==> config.mk <==
export PLATFORM = sky130hd
export DESIGN_NAME = packed_operand_chain_alu
export DESIGN_NICKNAME = d
export VERILOG_FILES = /design/src/sv/poca_pkg.sv /design/src/sv/poca_store.sv /design/src/sv/poca_div.sv /design/src/sv/packed_operand_chain_alu.sv
export VERILOG_INCLUDE_DIRS = /design/src /design/src/sv
export SDC_FILE = /design/constraint.sdc
export NUM_CORES = 2
export LEC_CHECK = 0
export BUFFER_PORTS_ARGS = -buffer_cell sky130_fd_sc_hd__buf_2
export CAP_MARGIN = 5
export CORE_MARGIN = 10
export CORE_UTILIZATION = 25
export CTS_BUF_LIST = sky130_fd_sc_hd__clkbuf_4 sky130_fd_sc_hd__clkbuf_8
export DETAILED_ROUTE_END_ITERATION = 10
export REMOVE_ABC_BUFFERS = 1
export SLEW_MARGIN = 20
export SYNTH_ARGS = -nofsm -noshare
export SYNTH_HDL_FRONTEND = slang
export SYNTH_SLANG_ARGS = --single-unit
==> constraint.sdc <==
create_clock -name clk -period 12 [get_ports clk]
set_input_delay 0 -clock clk [delete_from_list [all_inputs] [get_ports clk]]
set_output_delay 0 -clock clk [all_outputs]
set_load 0.005 [all_outputs]
==> src/sv/packed_operand_chain_alu_macros.svh <==
// Assertion helpers for the packed operand chain ALU.
`ifndef PACKED_OPERAND_CHAIN_ALU_MACROS_SVH
`define PACKED_OPERAND_CHAIN_ALU_MACROS_SVH

// Same-cycle implication, checked outside reset.
`define POCA_ASSERT_NOW(label, ante, cons) \
  label: assert property (@(posedge clk) disable iff (rst) (ante) |-> (cons)) \
    else $error("poca assertion failed");

// Next-cycle implication, checked outside reset.
`define POCA_ASSERT_NEXT(label, ante, cons) \
  label: assert property (@(posedge clk) disable iff (rst) (ante) |=> (cons)) \
    else $error("poca assertion failed");

`endif

==> src/sv/poca_pkg.sv <==
`default_nettype none
package poca_pkg;

  localparam int unsigned StoreDepth = 9;
  localparam int unsigned AddrW      = 4;
  localparam int unsigned WordBits   = 16;

  // Operation codes.
  localparam logic [1:0] OP_ADD = 2'd0;
  localparam logic [1:0] OP_SUB = 2'd1;
  localparam logic [1:0] OP_MUL = 2'd2;
  localparam logic [1:0] OP_DIV = 2'd3;

  // Word modes.
  localparam logic MODE_INSTR   = 1'b0;
  localparam logic MODE_OPERAND = 1'b1;

  typedef struct packed {
    logic        mode;
    logic [31:0] word_value;
  } cmd_t;

  typedef struct packed {
    logic signed [31:0] chain_result;
    logic               divide_by_zero;
  } res_t;

  typedef struct packed {
    logic        start;
    logic        neg;
    logic [31:0] mag;
    logic [15:0] divisor;
  } div_req_t;

  typedef enum logic [5:0] {
    S_COLLECT = 6'b000001,
    S_FETCH   = 6'b000010,
    S_LOAD    = 6'b000100,
    S_EXEC    = 6'b001000,
    S_DIVW    = 6'b010000,
    S_DONE    = 6'b100000
  } state_t;

  // Operand words needed for (nm1+2) operands of (dm1+1) bits.
  function automatic logic [3:0] words_needed(input logic [2:0] nm1, input logic [3:0] dm1);
    logic [7:0] bits;
    logic [8:0] sum;
    bits = 8'({4'd0, nm1} + 4'd2) * 8'({3'd0, dm1} + 5'd1);
    sum  = {1'b0, bits} + 9'd15;
    return sum[7:4];
  endfunction

endpackage
`default_nettype wire

==> src/sv/poca_store.sv <==
`default_nettype none
module poca_store (
  input  wire logic                             clk,
  input  wire logic                             wr_en,
  input  wire logic [poca_pkg::AddrW-1:0]       wr_addr,
  input  wire logic [poca_pkg::WordBits-1:0]    wr_data,
  input  wire logic [poca_pkg::AddrW-1:0]       rd_addr0,
  input  wire logic [poca_pkg::AddrW-1:0]       rd_addr1,
  output logic      [poca_pkg::WordBits-1:0]    rd_data0,
  output logic      [poca_pkg::WordBits-1:0]    rd_data1
);

  logic [poca_pkg::WordBits-1:0] mem [poca_pkg::StoreDepth];

  // Write one word.
  always_ff @(posedge clk) begin
    if (wr_en) begin
      mem[wr_addr] <= wr_data;
    end
  end

  // Read two words, registered.
  always_ff @(posedge clk) begin
    rd_data0 <= mem[rd_addr0];
    rd_data1 <= mem[rd_addr1];
  end

endmodule
`default_nettype wire

==> src/sv/poca_div.sv <==
`default_nettype none
module poca_div (
  input  wire logic               clk,
  input  wire logic               rst,
  input  wire poca_pkg::div_req_t req,
  output logic                    busy,
  output logic                    done,
  output logic [31:0]             quotient
);

  logic [31:0] dvd;
  logic [15:0] rem;
  logic [15:0] dvs;
  logic        neg;
  logic [4:0]  cnt;
  logic [16:0] trial;
  logic [16:0] diff;

  // One quotient bit per cycle.
  always_comb begin
    trial = {rem, dvd[31]};
    diff  = trial - {1'b0, dvs};
  end

  assign quotient = neg ? (32'd0 - dvd) : dvd;

  always_ff @(posedge clk) begin
    if (rst) begin
      busy <= 1'b0;
      done <= 1'b0;
    end else begin
      done <= 1'b0;
      if (req.start) begin
        busy <= 1'b1;
        cnt  <= '0;
        rem  <= '0;
        dvd  <= req.mag;
        dvs  <= req.divisor;
        neg  <= req.neg;
      end else if (busy) begin
        if (!diff[16]) begin
          rem <= diff[15:0];
          dvd <= {dvd[30:0], 1'b1};
        end else begin
          rem <= trial[15:0];
          dvd <= {dvd[30:0], 1'b0};
        end
        cnt <= cnt + 5'd1;
        if (cnt == 5'd31) begin
          busy <= 1'b0;
          done <= 1'b1;
        end
      end
    end
  end

endmodule
`default_nettype wire

==> src/sv/packed_operand_chain_alu.sv <==
// Packed operand chain ALU. An instruction word (mode 0) sets the operation
// count N, N two-bit operation codes and the operand width D; the block then
// takes ceil((N+1)*D/16) operand words (mode 1), stores them in a nine-word
// memory, and walks the chain left to right in signed 32-bit arithmetic,
// emitting one result with a divide-by-zero flag. Input words are taken in
// one cycle each while collecting. After the last operand word the chain runs
// from the word memory in three steps per operand (read, extract, execute),
// and each divide waits for the shared bit-serial divider to finish. No input
// is taken during that run.
`default_nettype none
`include "packed_operand_chain_alu_macros.svh"
module packed_operand_chain_alu (
  input  wire logic           clk,
  input  wire logic           rst,
  input  wire logic           cmd_valid,
  output logic                cmd_stall,
  input  wire poca_pkg::cmd_t cmd,
  output logic                res_valid,
  input  wire logic           res_stall,
  output poca_pkg::res_t      res
);

  poca_pkg::state_t state;
  logic [2:0]  nm1;
  logic [3:0]  dm1;
  logic [15:0] ops;
  logic [3:0]  needed;
  logic [3:0]  wcnt;
  logic [3:0]  k;
  logic [7:0]  pos;
  logic [31:0] acc;
  logic        dz;
  logic [15:0] opnd;

  logic        cmd_acc;
  logic [3:0]  rd_addr0;
  logic [3:0]  rd_addr1;
  logic [15:0] rd_data0;
  logic [15:0] rd_data1;
  logic [31:0] cat_sh;
  logic [15:0] opnd_next;
  logic [31:0] prod;
  logic        st_wr;
  logic        div_busy;
  logic        div_done;
  logic [31:0] div_q;
  logic        step_done;
  logic [31:0] step_acc;
  logic        last;
  poca_pkg::div_req_t div_req;

  assign cmd_stall = (state != poca_pkg::S_COLLECT);
  assign cmd_acc   = cmd_valid && !cmd_stall;
  assign st_wr     = cmd_acc && (cmd.mode == poca_pkg::MODE_OPERAND) && (wcnt != needed)
                     && (needed != 4'd0);

  // Operand straddles at most two words.
  assign rd_addr0 = pos[7:4];
  assign rd_addr1 = (pos[7:4] == 4'(poca_pkg::StoreDepth - 1)) ? pos[7:4] : pos[7:4] + 4'd1;

  poca_store u_store (
    .clk      (clk),
    .wr_en    (st_wr),
    .wr_addr  (wcnt),
    .wr_data  (cmd.word_value[15:0]),
    .rd_addr0 (rd_addr0),
    .rd_addr1 (rd_addr1),
    .rd_data0 (rd_data0),
    .rd_data1 (rd_data1)
  );

  // Extract the D-bit operand at the current bit position.
  always_comb begin
    cat_sh    = {rd_data0, rd_data1} << pos[3:0];
    opnd_next = cat_sh[31:16] >> (~dm1);
    prod      = acc * {16'd0, opnd};
  end

  // Launch a divide from the execute state.
  always_comb begin
    div_req.start   = (state == poca_pkg::S_EXEC) && (k != 4'd0) &&
                      (ops[15:14] == poca_pkg::OP_DIV) && (opnd != 16'd0);
    div_req.neg     = acc[31];
    div_req.mag     = acc[31] ? (32'd0 - acc) : acc;
    div_req.divisor = opnd;
  end

  poca_div u_div (
    .clk      (clk),
    .rst      (rst),
    .req      (div_req),
    .busy     (div_busy),
    .done     (div_done),
    .quotient (div_q)
  );

  // Result of the current step.
  always_comb begin
    step_done = 1'b0;
    step_acc  = acc;
    if (state == poca_pkg::S_EXEC) begin
      if (k == 4'd0) begin
        step_done = 1'b1;
        step_acc  = {16'd0, opnd};
      end else begin
        case (ops[15:14])
          poca_pkg::OP_ADD: begin
            step_done = 1'b1;
            step_acc  = acc + {16'd0, opnd};
          end
          poca_pkg::OP_SUB: begin
            step_done = 1'b1;
            step_acc  = acc - {16'd0, opnd};
          end
          poca_pkg::OP_MUL: begin
            step_done = 1'b1;
            step_acc  = prod;
          end
          default: begin
            step_done = (opnd == 16'd0);
            step_acc  = 32'd0;
          end
        endcase
      end
    end else if (state == poca_pkg::S_DIVW && div_done) begin
      step_done = 1'b1;
      step_acc  = div_q;
    end
  end

  assign last = (k == ({1'b0, nm1} + 4'd1));

  // Sequencer.
  always_ff @(posedge clk) begin
    if (rst) begin
      state     <= poca_pkg::S_COLLECT;
      wcnt      <= '0;
      needed    <= '0;
      res_valid <= 1'b0;
    end else begin
      // Drop an accepted word unless a new one replaces it.
      if (res_valid && !res_stall && state != poca_pkg::S_DONE) begin
        res_valid <= 1'b0;
      end
      case (state)
        poca_pkg::S_COLLECT: begin
          if (cmd_acc) begin
            if (cmd.mode == poca_pkg::MODE_INSTR) begin
              nm1    <= cmd.word_value[31:29];
              dm1    <= 4'((cmd.word_value >> (5'd23 - {1'b0, cmd.word_value[31:29], 1'b0})));
              ops    <= cmd.word_value[28:13];
              needed <= poca_pkg::words_needed(cmd.word_value[31:29],
                          4'((cmd.word_value >> (5'd23 - {1'b0, cmd.word_value[31:29], 1'b0}))));
              wcnt   <= '0;
            end else if (st_wr) begin
              if (wcnt + 4'd1 == needed) begin
                needed <= '0;
                wcnt   <= '0;
                k      <= '0;
                pos    <= '0;
                dz     <= 1'b0;
                state  <= poca_pkg::S_FETCH;
              end else begin
                wcnt <= wcnt + 4'd1;
              end
            end
          end
        end
        poca_pkg::S_FETCH: begin
          state <= poca_pkg::S_LOAD;
        end
        poca_pkg::S_LOAD: begin
          opnd  <= opnd_next;
          state <= poca_pkg::S_EXEC;
        end
        poca_pkg::S_EXEC, poca_pkg::S_DIVW: begin
          if (state == poca_pkg::S_EXEC && k != 4'd0 && ops[15:14] == poca_pkg::OP_DIV &&
              opnd == 16'd0) begin
            dz <= 1'b1;
          end
          if (div_req.start) begin
            state <= poca_pkg::S_DIVW;
          end
          if (step_done) begin
            acc <= step_acc;
            if (k != 4'd0) begin
              ops <= {ops[13:0], 2'b00};
            end
            if (last) begin
              state <= poca_pkg::S_DONE;
            end else begin
              k     <= k + 4'd1;
              pos   <= pos + {4'd0, dm1} + 8'd1;
              state <= poca_pkg::S_FETCH;
            end
          end
        end
        poca_pkg::S_DONE: begin
          if (!res_valid || !res_stall) begin
            res_valid          <= 1'b1;
            res.chain_result   <= dz ? 32'sd0 : $signed(acc);
            res.divide_by_zero <= dz;
            state              <= poca_pkg::S_COLLECT;
          end
        end
        default: begin
          state <= poca_pkg::S_COLLECT;
        end
      endcase
    end
  end

  `POCA_ASSERT_NOW(a_dz_zero, res_valid && res.divide_by_zero, res.chain_result == 32'sd0)
  `POCA_ASSERT_NOW(a_div_state, div_busy, state == poca_pkg::S_DIVW)
  `POCA_ASSERT_NOW(a_wcnt_range, state == poca_pkg::S_COLLECT, wcnt < 4'(poca_pkg::StoreDepth))
  `POCA_ASSERT_NEXT(a_start_div, div_req.start, div_busy)

endmodule
`default_nettype wire
* Yosys cells after proc, flatten, opt, wreduce, memory -nomap -nowiden *
Memories as Yosys holds them, arrays and structs flattened. A register that Yosys moved wholly into a read port is not among the register bits.
Index checks and enable logic that the tools add are counted.

cells by class
  $add $sub $neg = 16
  multipliers = 2
  divide/modulo/power cells = 0
  order comparisons = 0
  equal/unequal tests = 29
  shifts and indexed selects = 3
  mux-type cells = 64
  bitwise operators = 4
  reduce and logical (&&, ||, !) cells = 39

operators with widths
  operator                                           count
  two-way mux 32 bit                                 7
  two-way mux 16 bit                                 6
  case mux 32 bit (3 select lines)                   1
  subtractor 1 x 32 -> 32 bit, first input constant  2
  two-way mux 6 bit                                  8
  two-way mux 8 bit                                  6
  two-way mux 4 bit                                  11
  adder 32 x 16 -> 32 bit                            1
  multiplier 32 x 16 -> 32 bit                       1
  case mux 16 bit (2 select lines)                   1
  << shifter 32 x 4 -> 32 bit                        1
  >> shifter 32 x 5 -> 4 bit                         1
  subtractor 32 x 16 -> 32 bit                       1
  case mux 6 bit (5 select lines)                    1
  != test 2 bit, second input constant               10
  two-way mux 1 bit                                  19
  subtractor 17 x 16 -> 17 bit                       1
  logical NOT 16 bit                                 1
  case mux 8 bit (2 select lines)                    1
  nonzero test 16 bit                                1
  >> shifter 16 x 4 -> 16 bit                        1
  adder 4 x 1 -> 4 bit, second input constant        3
  AND reduction 4 bit                                3
  AND reduction 6 bit                                2
  other kinds (43)                                   67

storage, ports and cells
  register bits after elaboration = 204
  latch bits = 0
  memory bits (writable) = 144
  memory bits (read-only) = 0
  input port bits = 37
  output and inout bits = 35
  word-level logic and storage cells = 179
  memories kept = 1

memory list
  name         words  width  read ports  clocked after Yosys merged registers in  wr ports  RTL line          text
  u_store.mem  9      16     2           2                                        1         poca_store.sv:13  logic [poca_pkg::WordBits-1:0] mem [poca_pkg::StoreDepth];

* Logic depth before layout (Yosys ltp) *
  depth after elaboration = 10
  depth in mapped cells = 25
  depth with buffers taken out = 23

* By module *
From an unflattened synthesis, not the netlist that was laid out.

second synthesis, totals
  cells, all modules = 3,416
  area, all modules = 34,575.7 sq um

by module, submodules not included
  module                    instances  cells an instance  area an instance (sq um)  sequential area each (sq um)
  packed_operand_chain_alu  1          2,510              22,392.7                  3,813.7
  poca_store                1          487                7,669.9                   4,964.8
  poca_div                  1          419                4,513.1                   2,142.1

* Worst setup path before layout *
Ideal clock, no wire load.

  kind = flip-flop to flip-flop
  start = register acc[11]
  end = register acc[31], data pin
  library setup time = 0.259 ns
  arrival time = 6.413 ns
  required time = 11.741 ns
  setup slack = 5.328 ns
  stages on the path, launching flop included = 24
  path buffers = 2
  clock period less this slack = 6.672 ns
  cell sequence = edfxtp_1 clkbuf_1 clkbuf_1 nand2_1 fa_1 fa_1 fa_1 inv_1 fa_1 fa_1 inv_1 fa_1 inv_1 ha_1 nand4_1 or2_2 a211oi_1 o41a_1 a31o_2 a31oi_1 or3_1 a21oi_1 nor3b_1 a211o_1

on the way
  word-level cells in the longest chain between the ends = 4
  elaborated cells on any way between the ends = 6
  classes of those cells = add/sub (2); mul (1); mux (3)

ends and longest elaborated chain
  what                                                  RTL line                         text
  start: declaration                                    packed_operand_chain_alu.sv:31   logic [31:0] acc;
  start signal: assignment                              packed_operand_chain_alu.sv:185  acc <= step_acc;
  multiplier 32 x 16 -> 32 bit (tied with other cells)  packed_operand_chain_alu.sv:76   prod = acc * {16'd0, opnd};
  case mux 32 bit (3 select lines) *                    packed_operand_chain_alu.sv:106  case (ops[15:14])
  two-way mux 32 bit *                                  packed_operand_chain_alu.sv:102  if (k == 4'd0) begin
  two-way mux 32 bit *                                  packed_operand_chain_alu.sv:101  if (state == poca_pkg::S_EXEC) begin
  via step_acc[31]                                      packed_operand_chain_alu.sv:48   logic [31:0] step_acc;

Mark *: on every way through the listed nets, which the timed path passes. The rest lies on a longest branch.
A chain may end at the register's enable or synchronous reset.

* Final worst setup path *
  start = register acc[7]
  end = register acc[31], data pin

The elaborated chain is that of the path after synthesis.

==> results.py <==
metrics = {
    "status": {
        "status": "finished, final reports clean",
    },
    "routing": {
        "firstDrtPassIters": 5,
        "via_per_inst": 4.70,
        "route.detailed.wl_per_inst_um": 17.8,
        "antenna_left": 0,
        "wl_um": 91100,
        "vias": 24100,
        "post-route-drc-count": 0,
        "first_iter_violations": 1718,
    },
    "finish": {
        "final_area_um2": 38000,
        "final_nets": 3792,
        "seqCellArea_um2": 10900,
        "multi_input_area_um2": 20700,
        "fillers": 14000,
        "layout-drive-gt1-share_pct": 12.2,
        "syn2layout_area_growth_pct": 12.5,
    },
    "worst_hold_path": {
        "hold_path_class": "primary input to flop",
    },
    "critical_path": {
        "max_stage_delay_ps": 940,
        "cp_cell_sequence": "nand2_1, fa_1, inv_1, fa_1, inv_1, fa_1, inv_1, fa_1, fa_1, inv_1, fa_1, inv_1, ha_1, inv_1, or2_2, a211oi_1, o41a_1, a31o_2, a31oi_1, or3_1, a21oi_1, nor3b_1, a211o_1",
        "critical_path_class": "flop to flop",
        "crit_fanout": 21,
        "crit_required_ps": 12430,
        "crit_arrival_ps": 7740,
        "startpoint_type": "flop",
        "cp-end-kind": "flop",
        "crit_slowest_cell": "edfxtp_1",
    },
    "yosys": {
        "synth-seq-area-share_pct": 32.3,
        "synth_seq_cells": 379,
        "ys.flop_type": "edfxtp_1",
        "synth_top_cell_by_area": "edfxtp_1",
        "netlist_instances": 3244,
        "yosys.cell_types.count": 77,
        "synthesis.area_um2": 33800,
        "synth_edf_count": 331,
        "syn_area_per_cell_um2": 10.4,
        "synth_warnings": 0,
        "synth-async-reset-ratio_pct": 0,
        "ys_top_cells_by_area": "edfxtp_1 29%, fa_1 19%, mux4_2 6.1%",
        "synth_top_area_share_pct": 29.4,
    },
    "cts": {
        "clk_latency_ps": 700,
        "cts_tree": "built",
        "cts_root_buf": "clkbuf_8",
        "cts_resized": 0,
        "cts-buffers-inserted": 70,
        "cts.clk_slew.worst_paths_ps": 60,
        "clock-sinks": 379,
        "htreeDepth": 3,
        "clk_path_buf_depth": 3,
    },
    "floorplanning": {
        "core_area_um2": 134000,
        "dieArea_um2": 150000,
        "rows": 134,
        "pin_count": 72,
        "fp.dieH_um": 388,
        "die_w_um": 388,
        "start_util_pct": 25.2,
    },
    "timing": {
        "setup_tns_ps": 0,
        "period_needed_ps": 7310,
        "rsz0062_at_grt": "false",
        "worstMarginPinSlew_ps": 1120,
        "setup_viol": 0,
        "max_freq_ghz": 0.137,
        "relSlewSlack_pct": 25.4,
        "finalHoldViolCount": 0,
        "drv_slew": 0,
        "worst_slack_ps": 4690,
        "skew_ps": 52.8,
        "fin_crit_sh_pct": 60.9,
    },
    "power": {
        "power_frac_seq_pct": 41.7,
        "ir_worst_vdd_mv": 0.119,
        "p_comb_share_pct": 23.0,
        "p_sw_mw": 1.13,
        "power.internal_mw": 2.63,
        "power.density_nw_per_um2": 99.1,
        "total_power_mw": 3.77,
        "swShare_pct": 30.1,
        "p_leak_nw": 15.5,
        "p_clk_share_pct": 35.2,
    },
    "grt": {
        "overflow": 0,
        "grt_max_degree": 54,
        "grtUsageTotal_pct": 12.0,
        "antenna_found_initial": 2,
        "first_global_vias": 25100,
        "grt_pass1_wl_um": 145000,
    },
    "place": {
        "routabilityCongestion": 0.889,
        "place_area_um2": 36100,
        "pre_cts_ws_ps": 4770,
        "dp_hpwl_um": 63100,
        "port_buffers": 71,
    },
    "run": {
        "maxCapViolations": 0,
    },
}
## final cells by class
cell class	count	area share, %
timing repair buffer	169	3.14
inverter	415	4.10
multi-input combinational	2259	54.4
clock buffer	103	3.25
tap	1768	5.82
clock inverter	24	0.613
antenna	1	0.00659
sequential	379	28.7
## cell usage in the layout (no fill, tap or decap), types with 29 or more instances in the layout
| cell | count |
|---|---|
| inv_1 | 414 |
| nand2_1 | 396 |
| edfxtp_1 | 331 |
| fa_1 | 313 |
| and2_1 | 162 |
| nor2_1 | 156 |
| ha_1 | 147 |
| o21ai_0 | 126 |
| a21oi_1 | 112 |
| xnor2_1 | 110 |
| mux2i_1 | 93 |
| mux4_2 | 91 |
| xor2_1 | 88 |
| clkbuf_8 | 74 |
| buf_2 | 71 |
| buf_4 | 60 |
| nor2b_1 | 49 |
| dfxtp_1 | 48 |
| a21o_1 | 44 |
| dlygate4sd3_1 | 37 |
| mux2_2 | 33 |
| nand3_1 | 30 |
| o31ai_1 | 29 |
| clkbuf_4 | 29 |
## worst paths after layout
kind / startpoint / depth (start not counted) / end / slack (ps)
hold / removal: cmd[0] / 2 / u_store.mem[6][0] / 130
setup reg to reg: acc[7] / 23 / acc[31] / 4690
hold reg to reg: u_div.busy / 2 / u_div.done / 450
setup / recovery: acc[7] / 23 / acc[31] / 4690
## kinds of logic (layout without fill, tap and decap cells)
group           count (synthesis)  after routing  share of synthesized area (%)
other cells                     0              1                              0
mux                           218            218                           9.96
xor+xnor                      200            200                           5.19
compound gates                457            457                           8.69
flops                         379            379                           32.3
simple gates                  923            923                           13.0
fa+ha+maj                     461            461                           24.0
buf+inv                       606            711                           6.85
## per-stage QoR
step / utilization (%) / hold WS [ps] / std cells
floorplan: - / 69.1 / 3053
global placement: 27.0 / 288 / 4952
detailed placement: 27.0 / 286 / 4952
CTS: 28.4 / 54.1 / 5116
global route: 28.4 / 105 / 5117
finish: 28.4 / 126 / 5118
## metal layers
metal	track usage (%)	vias to the layer above	wire length (µm)
met1	16.3	12100	41200
met4	3.71	2	2470
li1	-	11000	-
met2	19.3	751	41600
met3	2.31	177	5850
met5	0	-	13
## registers in the layout, indices dropped and copies added (netlist names), 15 cells and up
signal and flops:
u_store.mem 144, u_store.rd_data1 15, ops 16, res 33
u_div.dvd 32, u_div.dvs 16, u_store.rd_data0 16, acc 32
opnd 16, u_div.rem 16
## cells in the mapped netlist, types with 6 or more instances
cell	n
inv_1	414
nand2_1	397
edfxtp_1	331
fa_1	313
clkbuf_1	163
and2_1	162
nor2_1	158
ha_1	148
o21ai_0	126
a21oi_1	113
xnor2_1	111
mux2i_1	94
mux4_2	91
xor2_1	89
nor2b_1	49
dfxtp_1	48
a21o_1	44
mux2_2	33
nand3_1	31
o31ai_1	29
buf_1	22
nor3_1	22
and3_1	20
nand2b_1	18
or3_1	16
a211oi_1	13
o211ai_1	12
o21a_1	12
or4_1	12
o21bai_1	11
a31oi_1	10
o22ai_1	10
a221o_1	9
o221ai_1	9
a22oi_1	8
nor3b_1	8
o41ai_1	8
or2_2	7
nand4_1	6
## what timing repair did
item	CTS	global route
hold buffers	37	0
setup buffers	0	0
endpoints found under the hold margin	206	0
## worst max-delay path, delay by kind of cell, from the launching register on
kind                       cells  cell delay [ps]
DFF                            1              940
and+or+nand+nor                4              970
adders and majority gates      7             3370
AOI/OAI and AO/OA              6             1450
buffers and inverters          6              310
## power groups by stage
stage	registers (mW)	clock network, mW	logic [mW]
3_3_place_gp	1.60	0	0.843
3_5_place_dp	1.60	0	0.851
4_1_cts	1.58	1.36	0.865
5_1_grt	1.58	1.42	0.959
6_report	1.57	1.33	0.868
2_1_floorplan	1.61	0	0.612
(Power assumes the default switching activity.)
